$ cat src/rtl/core/djd_pkg.sv
// Package for the job dispatcher core: payload widths, result kinds,
// table entry layout and the command/status structs between controller and datapath.
// No dependencies.
`default_nettype none
package djd_pkg;

  localparam int ID_W        = 16;
  localparam int TASK_W      = 16;
  localparam int WORKER_W    = 3;
  localparam int WC_W        = 4;
  localparam int MAX_WORKERS = 8;

  localparam logic [1:0] KIND_ACK      = 2'd0;
  localparam logic [1:0] KIND_DISPATCH = 2'd1;
  localparam logic [1:0] KIND_REJECT   = 2'd2;
  localparam logic [1:0] KIND_BAD_DONE = 2'd3;

  localparam logic CMD_SCHEDULE = 1'b0;

  typedef struct packed {
    logic [ID_W-1:0]   id;
    logic [TASK_W-1:0] task_h;
    logic              dv;
    logic [ID_W-1:0]   dep;
  } pend_entry_t;

  typedef enum logic [1:0] {
    RA_I    = 2'd0,
    RA_K    = 2'd1,
    RA_LAST = 2'd2
  } rd_sel_t;

  typedef struct packed {
    logic       load_item;
    logic       sched_write;
    logic       done_push;
    logic       lat_cand;
    logic       clr_i;
    logic       inc_i;
    logic       clr_k;
    logic       inc_k;
    logic       wr_swap;
    logic       push;
    logic [1:0] push_kind;
    logic       flush;
    rd_sel_t    ra_sel;
  } djd_cmd_t;

  typedef struct packed {
    logic is_done;
    logic full;
    logic bad_done;
    logic can_disp;
    logic cand_free;
    logic id_hit;
    logic i_last;
    logic k_last;
    logic slot_free;
    logic hold_valid;
  } djd_sts_t;

endpackage
`default_nettype wire

$ cat src/rtl/core/djd_in_if.sv
// Input channel of the job dispatcher: valid/ready plus one input word.
// Depends on djd_pkg.
`default_nettype none
interface djd_in_if;
  logic                      valid;
  logic                      ready;
  logic                      command;
  logic [djd_pkg::TASK_W-1:0] task_handle;
  logic                      dep_valid;
  logic [djd_pkg::ID_W-1:0]  dep_id;
  logic [djd_pkg::WORKER_W-1:0] worker_index;

  modport source(output valid, command, task_handle, dep_valid, dep_id, worker_index,
                 input ready);
  modport sink(input valid, command, task_handle, dep_valid, dep_id, worker_index,
               output ready);
endinterface
`default_nettype wire

$ cat src/rtl/core/djd_out_if.sv
// Result channel of the job dispatcher: valid/ready plus one result word.
// Depends on djd_pkg.
`default_nettype none
interface djd_out_if;
  logic                         valid;
  logic                         ready;
  logic [1:0]                   kind;
  logic [djd_pkg::ID_W-1:0]     job_id;
  logic [djd_pkg::TASK_W-1:0]   task_out;
  logic [djd_pkg::WORKER_W-1:0] worker_out;
  logic                         last;

  modport source(output valid, kind, job_id, task_out, worker_out, last, input ready);
  modport sink(input valid, kind, job_id, task_out, worker_out, last, output ready);
endinterface
`default_nettype wire

$ cat src/rtl/core/djd_ram.sv
// Generic single-write, single-read RAM with registered read data.
// No dependencies.
`default_nettype none
module djd_ram #(
  parameter int WIDTH = 8,
  parameter int DEPTH = 16,
  localparam int AW = (DEPTH > 1) ? $clog2(DEPTH) : 1
) (
  input  wire logic             clk,
  input  wire logic             we,
  input  wire logic [AW-1:0]    waddr,
  input  wire logic [WIDTH-1:0] wdata,
  input  wire logic [AW-1:0]    raddr,
  output logic      [WIDTH-1:0] rdata
);
  logic [WIDTH-1:0] mem [DEPTH];

  always_ff @(posedge clk) begin
    if (we) begin
      mem[waddr] <= wdata;
    end
    rdata <= mem[raddr];
  end
endmodule
`default_nettype wire

$ cat src/rtl/core/djd_ctrl.sv
// Controller state machine of the job dispatcher: sequences one word at a time.
// Depends on djd_pkg.
`default_nettype none
module djd_ctrl (
  input  wire logic              clk,
  input  wire logic              rst,
  input  wire logic              in_valid,
  output logic                   in_ready,
  input  wire djd_pkg::djd_sts_t sts,
  output djd_pkg::djd_cmd_t      cmd
);
  import djd_pkg::*;

  typedef enum logic [10:0] {
    S_IDLE  = 11'b000_0000_0001,
    S_EXEC  = 11'b000_0000_0010,
    S_RD_I  = 11'b000_0000_0100,
    S_CHK_I = 11'b000_0000_1000,
    S_RD_K  = 11'b000_0001_0000,
    S_CHK_K = 11'b000_0010_0000,
    S_DISP  = 11'b000_0100_0000,
    S_RD_L  = 11'b000_1000_0000,
    S_WR_L  = 11'b001_0000_0000,
    S_LOOP  = 11'b010_0000_0000,
    S_FLUSH = 11'b100_0000_0000
  } state_t;

  state_t state, state_next;

  assign in_ready = (state == S_IDLE);

  always_ff @(posedge clk) begin
    if (rst) begin
      state <= S_IDLE;
    end else begin
      state <= state_next;
    end
  end

  always_comb begin
    state_next = state;
    cmd = '0;
    cmd.ra_sel = RA_I;
    unique case (state)
      S_IDLE: begin
        if (in_valid) begin
          cmd.load_item = 1'b1;
          state_next = S_EXEC;
        end
      end
      S_EXEC: begin
        if (sts.is_done && !sts.bad_done) begin
          cmd.done_push = 1'b1;
          state_next = S_LOOP;
        end else if (sts.slot_free) begin
          cmd.push = 1'b1;
          state_next = S_LOOP;
          if (sts.is_done) begin
            cmd.push_kind = KIND_BAD_DONE;
          end else if (sts.full) begin
            cmd.push_kind = KIND_REJECT;
          end else begin
            cmd.push_kind = KIND_ACK;
            cmd.sched_write = 1'b1;
          end
        end
      end
      S_LOOP: begin
        if (sts.can_disp) begin
          cmd.clr_i = 1'b1;
          state_next = S_RD_I;
        end else begin
          state_next = S_FLUSH;
        end
      end
      S_RD_I: begin
        cmd.ra_sel = RA_I;
        state_next = S_CHK_I;
      end
      S_CHK_I: begin
        cmd.lat_cand = 1'b1;
        if (sts.cand_free) begin
          state_next = S_DISP;
        end else begin
          cmd.clr_k = 1'b1;
          state_next = S_RD_K;
        end
      end
      S_RD_K: begin
        cmd.ra_sel = RA_K;
        state_next = S_CHK_K;
      end
      S_CHK_K: begin
        if (sts.id_hit) begin
          if (sts.i_last) begin
            state_next = S_FLUSH;
          end else begin
            cmd.inc_i = 1'b1;
            state_next = S_RD_I;
          end
        end else if (sts.k_last) begin
          state_next = S_DISP;
        end else begin
          cmd.inc_k = 1'b1;
          state_next = S_RD_K;
        end
      end
      S_DISP: begin
        if (sts.slot_free) begin
          cmd.push = 1'b1;
          cmd.push_kind = KIND_DISPATCH;
          state_next = S_RD_L;
        end
      end
      S_RD_L: begin
        cmd.ra_sel = RA_LAST;
        state_next = S_WR_L;
      end
      S_WR_L: begin
        cmd.wr_swap = 1'b1;
        state_next = S_LOOP;
      end
      S_FLUSH: begin
        if (!sts.hold_valid || sts.slot_free) begin
          cmd.flush = 1'b1;
          state_next = S_IDLE;
        end
      end
      default: begin
        state_next = S_IDLE;
      end
    endcase
  end
endmodule
`default_nettype wire

$ cat src/rtl/core/djd_dp.sv
// Datapath of the job dispatcher: pending table RAM, free worker stack,
// counters, scan indexes and the held/output result registers.
// Depends on djd_pkg and djd_ram.
`default_nettype none
module djd_dp #(
  parameter int QUEUE_DEPTH = 16
) (
  input  wire logic                       clk,
  input  wire logic                       rst,
  input  wire djd_pkg::djd_cmd_t          cmd,
  output djd_pkg::djd_sts_t               sts,
  input  wire logic                       cfg_we,
  input  wire logic [djd_pkg::WC_W-1:0]   cfg_data,
  input  wire logic                       in_command,
  input  wire logic [djd_pkg::TASK_W-1:0] in_task,
  input  wire logic                       in_dv,
  input  wire logic [djd_pkg::ID_W-1:0]   in_dep,
  input  wire logic [djd_pkg::WORKER_W-1:0] in_worker,
  output logic                            out_valid,
  input  wire logic                       out_ready,
  output logic [1:0]                      out_kind,
  output logic [djd_pkg::ID_W-1:0]        out_job_id,
  output logic [djd_pkg::TASK_W-1:0]      out_task,
  output logic [djd_pkg::WORKER_W-1:0]    out_worker,
  output logic                            out_last
);
  import djd_pkg::*;

  localparam int IW = $clog2(QUEUE_DEPTH);
  localparam int CW = $clog2(QUEUE_DEPTH + 1);
  localparam int EW = $bits(pend_entry_t);

  typedef struct packed {
    logic [1:0]          kind;
    logic [ID_W-1:0]     id;
    logic [TASK_W-1:0]   task_h;
    logic [WORKER_W-1:0] worker;
  } res_t;

  // Item latched at acceptance.
  logic                cmd_q;
  logic [TASK_W-1:0]   task_q;
  logic                dv_q;
  logic [ID_W-1:0]     dep_q;
  logic [WORKER_W-1:0] w_q;

  logic [CW-1:0]       cnt;
  logic [ID_W-1:0]     next_id;
  logic [WC_W-1:0]     wc;
  logic [WORKER_W-1:0] stk [MAX_WORKERS];
  logic [WC_W-1:0]     fcnt;
  logic [IW-1:0]       i_idx;
  logic [IW-1:0]       k_idx;
  pend_entry_t         cand;
  res_t                hold;
  logic                hold_valid;

  logic                ram_we;
  logic [IW-1:0]       ram_waddr;
  logic [IW-1:0]       ram_raddr;
  pend_entry_t         ram_wdata;
  logic [EW-1:0]       ram_rdata;
  pend_entry_t         rd_ent;
  logic                in_stack;
  logic [WORKER_W-1:0] top_worker;
  res_t                new_res;
  logic                slot_free;
  logic [WC_W-1:0]     cfg_clamped;

  assign rd_ent = pend_entry_t'(ram_rdata);
  assign top_worker = stk[WORKER_W'(fcnt - 1'b1)];
  assign slot_free = !out_valid || out_ready;

  always_comb begin
    cfg_clamped = cfg_data;
    if (cfg_data == '0) begin
      cfg_clamped = WC_W'(1);
    end else if (cfg_data > WC_W'(MAX_WORKERS)) begin
      cfg_clamped = WC_W'(MAX_WORKERS);
    end
  end

  always_comb begin
    in_stack = 1'b0;
    for (int j = 0; j < MAX_WORKERS; j++) begin
      if ((WC_W'(j) < fcnt) && (stk[j] == w_q)) begin
        in_stack = 1'b1;
      end
    end
  end

  always_comb begin
    sts.is_done    = (cmd_q != CMD_SCHEDULE);
    sts.full       = (cnt >= CW'(QUEUE_DEPTH));
    sts.bad_done   = ({1'b0, w_q} >= wc) || in_stack || (fcnt >= WC_W'(MAX_WORKERS));
    sts.can_disp   = (fcnt != '0) && (cnt != '0);
    sts.cand_free  = !rd_ent.dv;
    sts.id_hit     = (rd_ent.id == cand.dep);
    sts.i_last     = ((CW'(i_idx) + 1'b1) == cnt);
    sts.k_last     = ((CW'(k_idx) + 1'b1) == cnt);
    sts.slot_free  = slot_free;
    sts.hold_valid = hold_valid;
  end

  always_comb begin
    unique case (cmd.ra_sel)
      RA_I:    ram_raddr = i_idx;
      RA_K:    ram_raddr = k_idx;
      RA_LAST: ram_raddr = IW'(cnt - 1'b1);
      default: ram_raddr = i_idx;
    endcase
  end

  always_comb begin
    ram_we = cmd.sched_write || cmd.wr_swap;
    if (cmd.wr_swap) begin
      ram_waddr = i_idx;
      ram_wdata = rd_ent;
    end else begin
      ram_waddr = IW'(cnt);
      ram_wdata = '{id: next_id, task_h: task_q, dv: dv_q, dep: dep_q};
    end
  end

  always_comb begin
    new_res = '0;
    new_res.kind = cmd.push_kind;
    case (cmd.push_kind)
      KIND_ACK: begin
        new_res.id = next_id;
      end
      KIND_DISPATCH: begin
        new_res.id = cand.id;
        new_res.task_h = cand.task_h;
        new_res.worker = top_worker;
      end
      default: begin
        new_res.id = '0;
      end
    endcase
  end

  djd_ram #(.WIDTH(EW), .DEPTH(QUEUE_DEPTH)) u_table (
    .clk  (clk),
    .we   (ram_we),
    .waddr(ram_waddr),
    .wdata(ram_wdata),
    .raddr(ram_raddr),
    .rdata(ram_rdata)
  );

  always_ff @(posedge clk) begin
    if (cmd.load_item) begin
      cmd_q  <= in_command;
      task_q <= in_task;
      dv_q   <= in_dv;
      dep_q  <= in_dep;
      w_q    <= in_worker;
    end
    if (cmd.lat_cand) begin
      cand <= rd_ent;
    end
    if (cmd.clr_i) begin
      i_idx <= '0;
    end else if (cmd.inc_i) begin
      i_idx <= i_idx + 1'b1;
    end
    if (cmd.clr_k) begin
      k_idx <= '0;
    end else if (cmd.inc_k) begin
      k_idx <= k_idx + 1'b1;
    end
    if (cmd.push) begin
      hold <= new_res;
    end
    if (cmd.push && hold_valid) begin
      out_kind   <= hold.kind;
      out_job_id <= hold.id;
      out_task   <= hold.task_h;
      out_worker <= hold.worker;
      out_last   <= 1'b0;
    end else if (cmd.flush && hold_valid) begin
      out_kind   <= hold.kind;
      out_job_id <= hold.id;
      out_task   <= hold.task_h;
      out_worker <= hold.worker;
      out_last   <= 1'b1;
    end
  end

  always_ff @(posedge clk) begin
    if (rst) begin
      cnt        <= '0;
      next_id    <= '0;
      wc         <= WC_W'(MAX_WORKERS);
      fcnt       <= WC_W'(MAX_WORKERS);
      hold_valid <= 1'b0;
      out_valid  <= 1'b0;
      for (int j = 0; j < MAX_WORKERS; j++) begin
        stk[j] <= WORKER_W'(j);
      end
    end else begin
      if (cfg_we) begin
        wc   <= cfg_clamped;
        fcnt <= cfg_clamped;
        for (int j = 0; j < MAX_WORKERS; j++) begin
          stk[j] <= WORKER_W'(j);
        end
      end else if (cmd.done_push) begin
        stk[WORKER_W'(fcnt)] <= w_q;
        fcnt <= fcnt + 1'b1;
      end else if (cmd.wr_swap) begin
        fcnt <= fcnt - 1'b1;
      end
      if (cmd.sched_write) begin
        cnt     <= cnt + 1'b1;
        next_id <= next_id + 1'b1;
      end else if (cmd.wr_swap) begin
        cnt <= cnt - 1'b1;
      end
      if (cmd.push) begin
        hold_valid <= 1'b1;
      end else if (cmd.flush) begin
        hold_valid <= 1'b0;
      end
      if ((cmd.push || cmd.flush) && hold_valid) begin
        out_valid <= 1'b1;
      end else if (out_ready) begin
        out_valid <= 1'b0;
      end
    end
  end

  // A result may only move into the output register when that register is free.
  a_push_slot: assert property (@(posedge clk) disable iff (rst)
    (cmd.push || cmd.flush) && hold_valid |-> slot_free)
    else $error("result moved into a busy output register");

  a_cnt_range: assert property (@(posedge clk) disable iff (rst)
    cnt <= CW'(QUEUE_DEPTH))
    else $error("pending count above table depth");

  a_fcnt_range: assert property (@(posedge clk) disable iff (rst)
    fcnt <= wc)
    else $error("free count above worker count");

  // A dispatch removes a job only while both a job and a worker exist.
  a_swap_ok: assert property (@(posedge clk) disable iff (rst)
    cmd.wr_swap |-> (cnt != '0) && (fcnt != '0))
    else $error("removal with empty table or stack");
endmodule
`default_nettype wire

$ cat src/rtl/core/dependency_aware_job_dispatcher_core.sv
// Top level of the dependency-aware job dispatcher core.
// Depends on djd_pkg, djd_in_if, djd_out_if, djd_ram, djd_ctrl and djd_dp.
//
// Usage: in_ch carries one input word per handshake. A schedule word
// (command 0) adds a job with the next id and answers with an ack, or a
// reject when the pending table holds QUEUE_DEPTH jobs. A done word
// (command 1) returns a worker to the free stack, or answers bad done
// for an unknown or already free worker. After every word the core
// dispatches pending jobs whose dependency is no longer in the table,
// one dispatch result per job, until no worker is free or no job is ready.
// out_ch delivers results in order; last marks the final result of a word.
// The core handles one word at a time: accept, execute, final loop
// check and flush, plus, per dispatch pass, a read and a check of each
// candidate entry from the table RAM, a read and a compare of each entry
// scanned for the candidate's dependency, and the loop check and the
// removal. The scan loop reads the table RAM one entry at a time.
// Reset empties the table, zeroes the id counter and makes all eight
// workers free. Writing cfg_data sets the worker count (clamped to 1..8)
// and refills the free stack. When the receiver stalls, the core holds
// its output register and waits; it accepts a new word once the previous
// word's results are all in the output register.
`default_nettype none
module dependency_aware_job_dispatcher_core #(
  parameter int QUEUE_DEPTH = 16
) (
  input  wire logic                     clk,
  input  wire logic                     rst,
  djd_in_if.sink                        in_ch,
  djd_out_if.source                     out_ch,
  input  wire logic                     cfg_we,
  input  wire logic [djd_pkg::WC_W-1:0] cfg_data
);
  import djd_pkg::*;

  djd_cmd_t cmd;
  djd_sts_t sts;
  logic     in_ready;

  assign in_ch.ready = in_ready;

  // Controller: sequences acceptance, table scan, removal and result flush.
  djd_ctrl u_ctrl (
    .clk     (clk),
    .rst     (rst),
    .in_valid(in_ch.valid),
    .in_ready(in_ready),
    .sts     (sts),
    .cmd     (cmd)
  );

  // Datapath: table, worker stack, counters and result registers.
  djd_dp #(.QUEUE_DEPTH(QUEUE_DEPTH)) u_dp (
    .clk       (clk),
    .rst       (rst),
    .cmd       (cmd),
    .sts       (sts),
    .cfg_we    (cfg_we),
    .cfg_data  (cfg_data),
    .in_command(in_ch.command),
    .in_task   (in_ch.task_handle),
    .in_dv     (in_ch.dep_valid),
    .in_dep    (in_ch.dep_id),
    .in_worker (in_ch.worker_index),
    .out_valid (out_ch.valid),
    .out_ready (out_ch.ready),
    .out_kind  (out_ch.kind),
    .out_job_id(out_ch.job_id),
    .out_task  (out_ch.task_out),
    .out_worker(out_ch.worker_out),
    .out_last  (out_ch.last)
  );
endmodule
`default_nettype wire

$ cat src/flat_wrapper.sv
// flat-port wrapper written by rule: the top's interface ports become plain ports
module dependency_aware_job_dispatcher_core_flat import djd_pkg::*;
#(
  parameter int QUEUE_DEPTH = 16
)
  (clk, rst, cfg_we, cfg_data, in_ch_valid, in_ch_command, in_ch_task_handle, in_ch_dep_valid, in_ch_dep_id, in_ch_worker_index, in_ch_ready, out_ch_valid, out_ch_kind, out_ch_job_id, out_ch_task_out, out_ch_worker_out, out_ch_last, out_ch_ready);
  djd_in_if in_ch_i ();
  djd_out_if out_ch_i ();
  input  wire logic clk;
  input  wire logic rst;
  input  wire logic cfg_we;
  input  wire logic [djd_pkg::WC_W-1:0] cfg_data;
  input wire logic [$bits(in_ch_i.valid)-1:0] in_ch_valid;
  input wire logic [$bits(in_ch_i.command)-1:0] in_ch_command;
  input wire logic [$bits(in_ch_i.task_handle)-1:0] in_ch_task_handle;
  input wire logic [$bits(in_ch_i.dep_valid)-1:0] in_ch_dep_valid;
  input wire logic [$bits(in_ch_i.dep_id)-1:0] in_ch_dep_id;
  input wire logic [$bits(in_ch_i.worker_index)-1:0] in_ch_worker_index;
  output wire logic [$bits(in_ch_i.ready)-1:0] in_ch_ready;
  output wire logic [$bits(out_ch_i.valid)-1:0] out_ch_valid;
  output wire logic [$bits(out_ch_i.kind)-1:0] out_ch_kind;
  output wire logic [$bits(out_ch_i.job_id)-1:0] out_ch_job_id;
  output wire logic [$bits(out_ch_i.task_out)-1:0] out_ch_task_out;
  output wire logic [$bits(out_ch_i.worker_out)-1:0] out_ch_worker_out;
  output wire logic [$bits(out_ch_i.last)-1:0] out_ch_last;
  input wire logic [$bits(out_ch_i.ready)-1:0] out_ch_ready;
  assign in_ch_i.valid = in_ch_valid;
  assign in_ch_i.command = in_ch_command;
  assign in_ch_i.task_handle = in_ch_task_handle;
  assign in_ch_i.dep_valid = in_ch_dep_valid;
  assign in_ch_i.dep_id = in_ch_dep_id;
  assign in_ch_i.worker_index = in_ch_worker_index;
  assign in_ch_ready = in_ch_i.ready;
  assign out_ch_valid = out_ch_i.valid;
  assign out_ch_kind = out_ch_i.kind;
  assign out_ch_job_id = out_ch_i.job_id;
  assign out_ch_task_out = out_ch_i.task_out;
  assign out_ch_worker_out = out_ch_i.worker_out;
  assign out_ch_last = out_ch_i.last;
  assign out_ch_i.ready = out_ch_ready;
  dependency_aware_job_dispatcher_core #(.QUEUE_DEPTH(QUEUE_DEPTH)) u_core (.clk(clk), .rst(rst), .in_ch(in_ch_i), .out_ch(out_ch_i), .cfg_we(cfg_we), .cfg_data(cfg_data));
endmodule
$ cat config.mk
export PLATFORM = sky130hd
export DESIGN_NAME = dependency_aware_job_dispatcher_core_flat
export DESIGN_NICKNAME = d
export VERILOG_FILES = /design/src/rtl/core/djd_pkg.sv /design/src/rtl/core/djd_in_if.sv /design/src/rtl/core/djd_out_if.sv /design/src/rtl/core/djd_ram.sv /design/src/rtl/core/djd_ctrl.sv /design/src/rtl/core/djd_dp.sv /design/src/rtl/core/dependency_aware_job_dispatcher_core.sv /design/src/flat_wrapper.sv
export SDC_FILE = /design/constraint.sdc
export NUM_CORES = 1
export LEC_CHECK = 0
export BUFFER_PORTS_ARGS = -buffer_cell sky130_fd_sc_hd__buf_2
export CAP_MARGIN = 20
export CORE_UTILIZATION = 40
export DETAILED_ROUTE_END_ITERATION = 10
export PLACE_DENSITY_LB_ADDON = 0.3
export SYNTH_ARGS = -nofsm -noshare
export SYNTH_HDL_FRONTEND = slang
export SYNTH_SLANG_ARGS = --single-unit
$ cat constraint.sdc
create_clock -name clk -period 13.57 [get_ports clk]
set_input_delay 0.6785 -clock clk [delete_from_list [all_inputs] [get_ports clk]]
set_output_delay 0.6785 -clock clk [all_outputs]
set_load 0.02 [all_outputs]
==> flow_metrics.tcl <==
set metrics [dict create \
    status "finished, final reports clean" \
    fmax_mhz 204.3 \
    cts_tree "yes" \
    holdCritStartpoint "in_ch_task_handle[9]" \
    yosysUniqueCellTypes 68 \
    grt_max_degree 140 \
    worstReg2RegEnd "u_core.u_dp.u_table.rdata[4]" \
    syn_area_per_cell_sq_um 17.81 \
    dieArea_sq_um 104400 \
    report.final.hold_viol_count 0 \
    cts_hold_buf 0 \
    synth_cells 2315 \
    fin_setup_tns_ps 0 \
    cts_root_buf "clkbuf_16" \
    setup_viol 0 \
    ir_drop_mv 0.1025 \
    gp_congestion 0.8188 \
    synth_edf_count 967 \
    grt_pass1_vias 21840 \
    min_path_cells 1 \
    final_cells 3885 \
    power_mw 6.644 \
    nFillCells 8590 \
    antenna_found_initial 6 \
    min_path_type "in2reg" \
    synth_fp_nets 2374 \
    drtIter0Drc 2495 \
    nets 2480 \
    yosysWarningCount 0 \
    p_comb_frac 0.016 \
    grt_overflow 0 \
    synth_flop_cell "edfxtp_1" \
    vias_per_cell 5.529 \
    crit_type "reg2reg" \
    cts.sinks 1067 \
    numCtsBuffers 108 \
    grt_first_pass_wirelength_microns 143100 \
    crit_fanout 99 \
    final_common_cell "edfxtp_1" \
    wirelength_microns 97500 \
    power_switching_mw 1.361 \
    period_share 0.3607 \
    leakagePower_nw 15.24 \
    async_reset_ff_frac 0 \
    rrSetupSlack_ps 8670 \
    track_usage 0.1873 \
    first_pass_iters 6 \
    port-buffer-count 85 \
    finClkSkew_ps 66.15 \
    arrival_ps 5420 \
    max_slew_margin 0.2344 \
    clockBufferDepth 3 \
    tightest_slew_ps 1146 \
    rr_worst_depth 15 \
    start_util 0.4041 \
    yosysSeqAreaShare 0.7528 \
    p_sw_frac 0.2049 \
    seqPwrFrac 0.543 \
    cp-end-kind "flop" \
    crit_path_start_kind "flop" \
    core_sq_um 102000 \
    synth_seq_cells 1067 \
    die_h_microns 323.1 \
    multi_input_area_sq_um 9716 \
    placed_cells 3678 \
    pwr_density_cell_nw_per_um2 141.8 \
    cts_resized 0 \
    rows 117 \
    min_period_ps 4895 \
    area_growth_pct 13.62 \
    p_clk_frac 0.441 \
    wl_per_cell_microns 25.10 \
    slew_viol_final 0 \
    p_int_mw 5.283 \
    drive_gt1_frac 0.2087 \
    r2r_start "u_core.u_ctrl.state[10]" \
    utilization 0.4591 \
    cts_setup_buffers 0 \
    syn-cell-area_sq_um 41230 \
    drc_errors 0 \
    ant_nets 0 \
    clock_latency_ps 710 \
    rsz0062_at_grt "false" \
    die_x_microns 323.1 \
    final_cell_mix "967 x edfxtp_1, 314 x nand2_1, 202 x mux4_2" \
    dpl.hpwl_microns 50480 \
    min_to "u_core.u_dp.task_q[9]" \
    maxCapViolCount 0 \
    path_clk_slew_ps 60 \
    cts_max_level 3 \
    required_ps 14090 \
    pin_count 86 \
    dr_total_vias 21480 \
    regArea_sq_um 31040 \
]
sequential cells by signal (all words and copies together) (netlist names), 3 cells and up:
signal,cells
u_core.u_dp.hold,37
u_core.u_dp.next_id,16
u_core.u_dp.out_job_id,16
u_core.u_dp.u_table.rdata,49
u_core.u_dp.fcnt,4
u_core.u_dp.out_worker,3
u_core.u_dp.wc,4
u_core.u_dp.k_idx,4
u_core.u_dp.i_idx,4
u_core.u_dp.cnt,5
u_core.u_dp.u_table.mem,784
u_core.u_dp.stk,24
u_core.u_dp.dep_q,16
u_core.u_ctrl.state,11
u_core.u_dp.task_q,16
u_core.u_dp.cand,48
u_core.u_dp.w_q,3
u_core.u_dp.out_task,16
worst max-delay path, stage by stage (launching register included):
cell      delay (ps)
dfxtp_1          400
nor3_4           300
and2_1           220
nand2_1          130
inv_1             80
nand4b_1         180
inv_1            100
ha_1             370
a221o_1          370
o21ai_4           80
buf_12           660
buf_12           720
mux4_2           580
and2_1           170
a211oi_1         230
a31oi_1           70
area by class of cell:
class	count	share of cell area
Antenna cell	1	0.00005341
Clock buffer	151	0.06436
Clock inverter	54	0.01100
Inverter	26	0.002083
Multi-Input combinational cell	1096	0.2074
Sequential cell	1067	0.6626
Tap cell	1368	0.03654
Timing Repair Buffer	122	0.01602
worst max path at each step:
stage	from	to	slack (ps)
final	u_core.u_ctrl.state[10]	u_core.u_dp.u_table.rdata[4]	8670
after global routing	u_core.u_ctrl.state[10]	u_core.u_dp.u_table.rdata[3]	8190
after CTS	u_core.u_ctrl.state[10]	u_core.u_dp.u_table.rdata[4]	8580
after detailed placement	u_core.u_ctrl.state[10]	u_core.u_dp.u_table.rdata[4]	8580
after global placement	u_core.u_ctrl.state[10]	u_core.u_dp.u_table.rdata[9]	8670
after floorplan	u_core.u_ctrl.state[10]	u_core.u_ctrl.state[4]	8570
power groups by stage:
stage | logic, mW | registers, mW | clock network, mW
final | 0.107 | 3.61 | 2.93
after global routing | 0.118 | 3.61 | 3.09
after CTS | 0.107 | 3.61 | 2.98
after detailed placement | 0.107 | 3.68 | 0
after global placement | 0.102 | 3.68 | 0
after floorplan | 0.0713 | 3.67 | 0
synth_stat cells, types with 3 or more instances:
cell / count / area, sq um
nand2_1: 314 / 1179
edfxtp_1: 967 / 29040
inv_1: 25 / 93.84
or4_1: 3 / 22.52
a31oi_1: 55 / 344.1
a21oi_1: 32 / 160.2
ha_1: 13 / 162.7
buf_4: 16 / 120.1
or3_1: 13 / 81.33
nand4_1: 8 / 50.05
nand2b_1: 12 / 75.07
nor3_1: 28 / 140.1
and3b_1: 4 / 35.03
xor2_1: 44 / 385.4
a211oi_1: 53 / 397.9
nor2b_1: 5 / 31.28
and2_1: 68 / 425.4
nor4_1: 17 / 106.4
and3_1: 6 / 37.54
nor2_1: 81 / 304.0
a22oi_1: 5 / 37.54
buf_1: 5 / 18.77
or2_2: 3 / 18.77
clkbuf_1: 87 / 326.6
o31ai_1: 3 / 22.52
o21ai_1: 3 / 15.01
o21ai_0: 32 / 160.2
mux4_2: 202 / 4549
nand4b_1: 6 / 52.55
buf_2: 13 / 65.06
buf_6: 3 / 33.78
nand3_1: 13 / 65.06
dfxtp_1: 100 / 2002
mux2i_1: 6 / 60.06
xnor2_1: 26 / 227.7
metal layers:
metal	GRT usage	wire length, microns	vias up
met5	0	13	-
met4	0.04971	2026	2
met3	0.03055	5926	155
met2	0.3025	47060	735
met1	0.2639	42470	11310
li1	-	-	9281
cells by family after synthesis:
logic type | after synthesis | share of synthesized area
AOI/OAI and AO/OA | 210 | 0.03314
xor gates and xnor gates | 70 | 0.01487
adders and majority gates | 13 | 0.003945
buffers and inverters | 152 | 0.01629
DFF | 1067 | 0.7528
muxes | 208 | 0.1118
and+or+nand+nor | 595 | 0.06721
through the flow:
step                      hold WS, ps  cell area (sq um)  setup WS (ps)
after floorplan                 400.3              41230           8573
final                           143.9              46850           8675
after CTS                       104.4              46830           8582
after global placement          401.3              43290           8671
after detailed placement        404.5              43300           8579
after global routing            113.3              46850           8193
No activity file was read; power rests on OpenSTA's default activity.
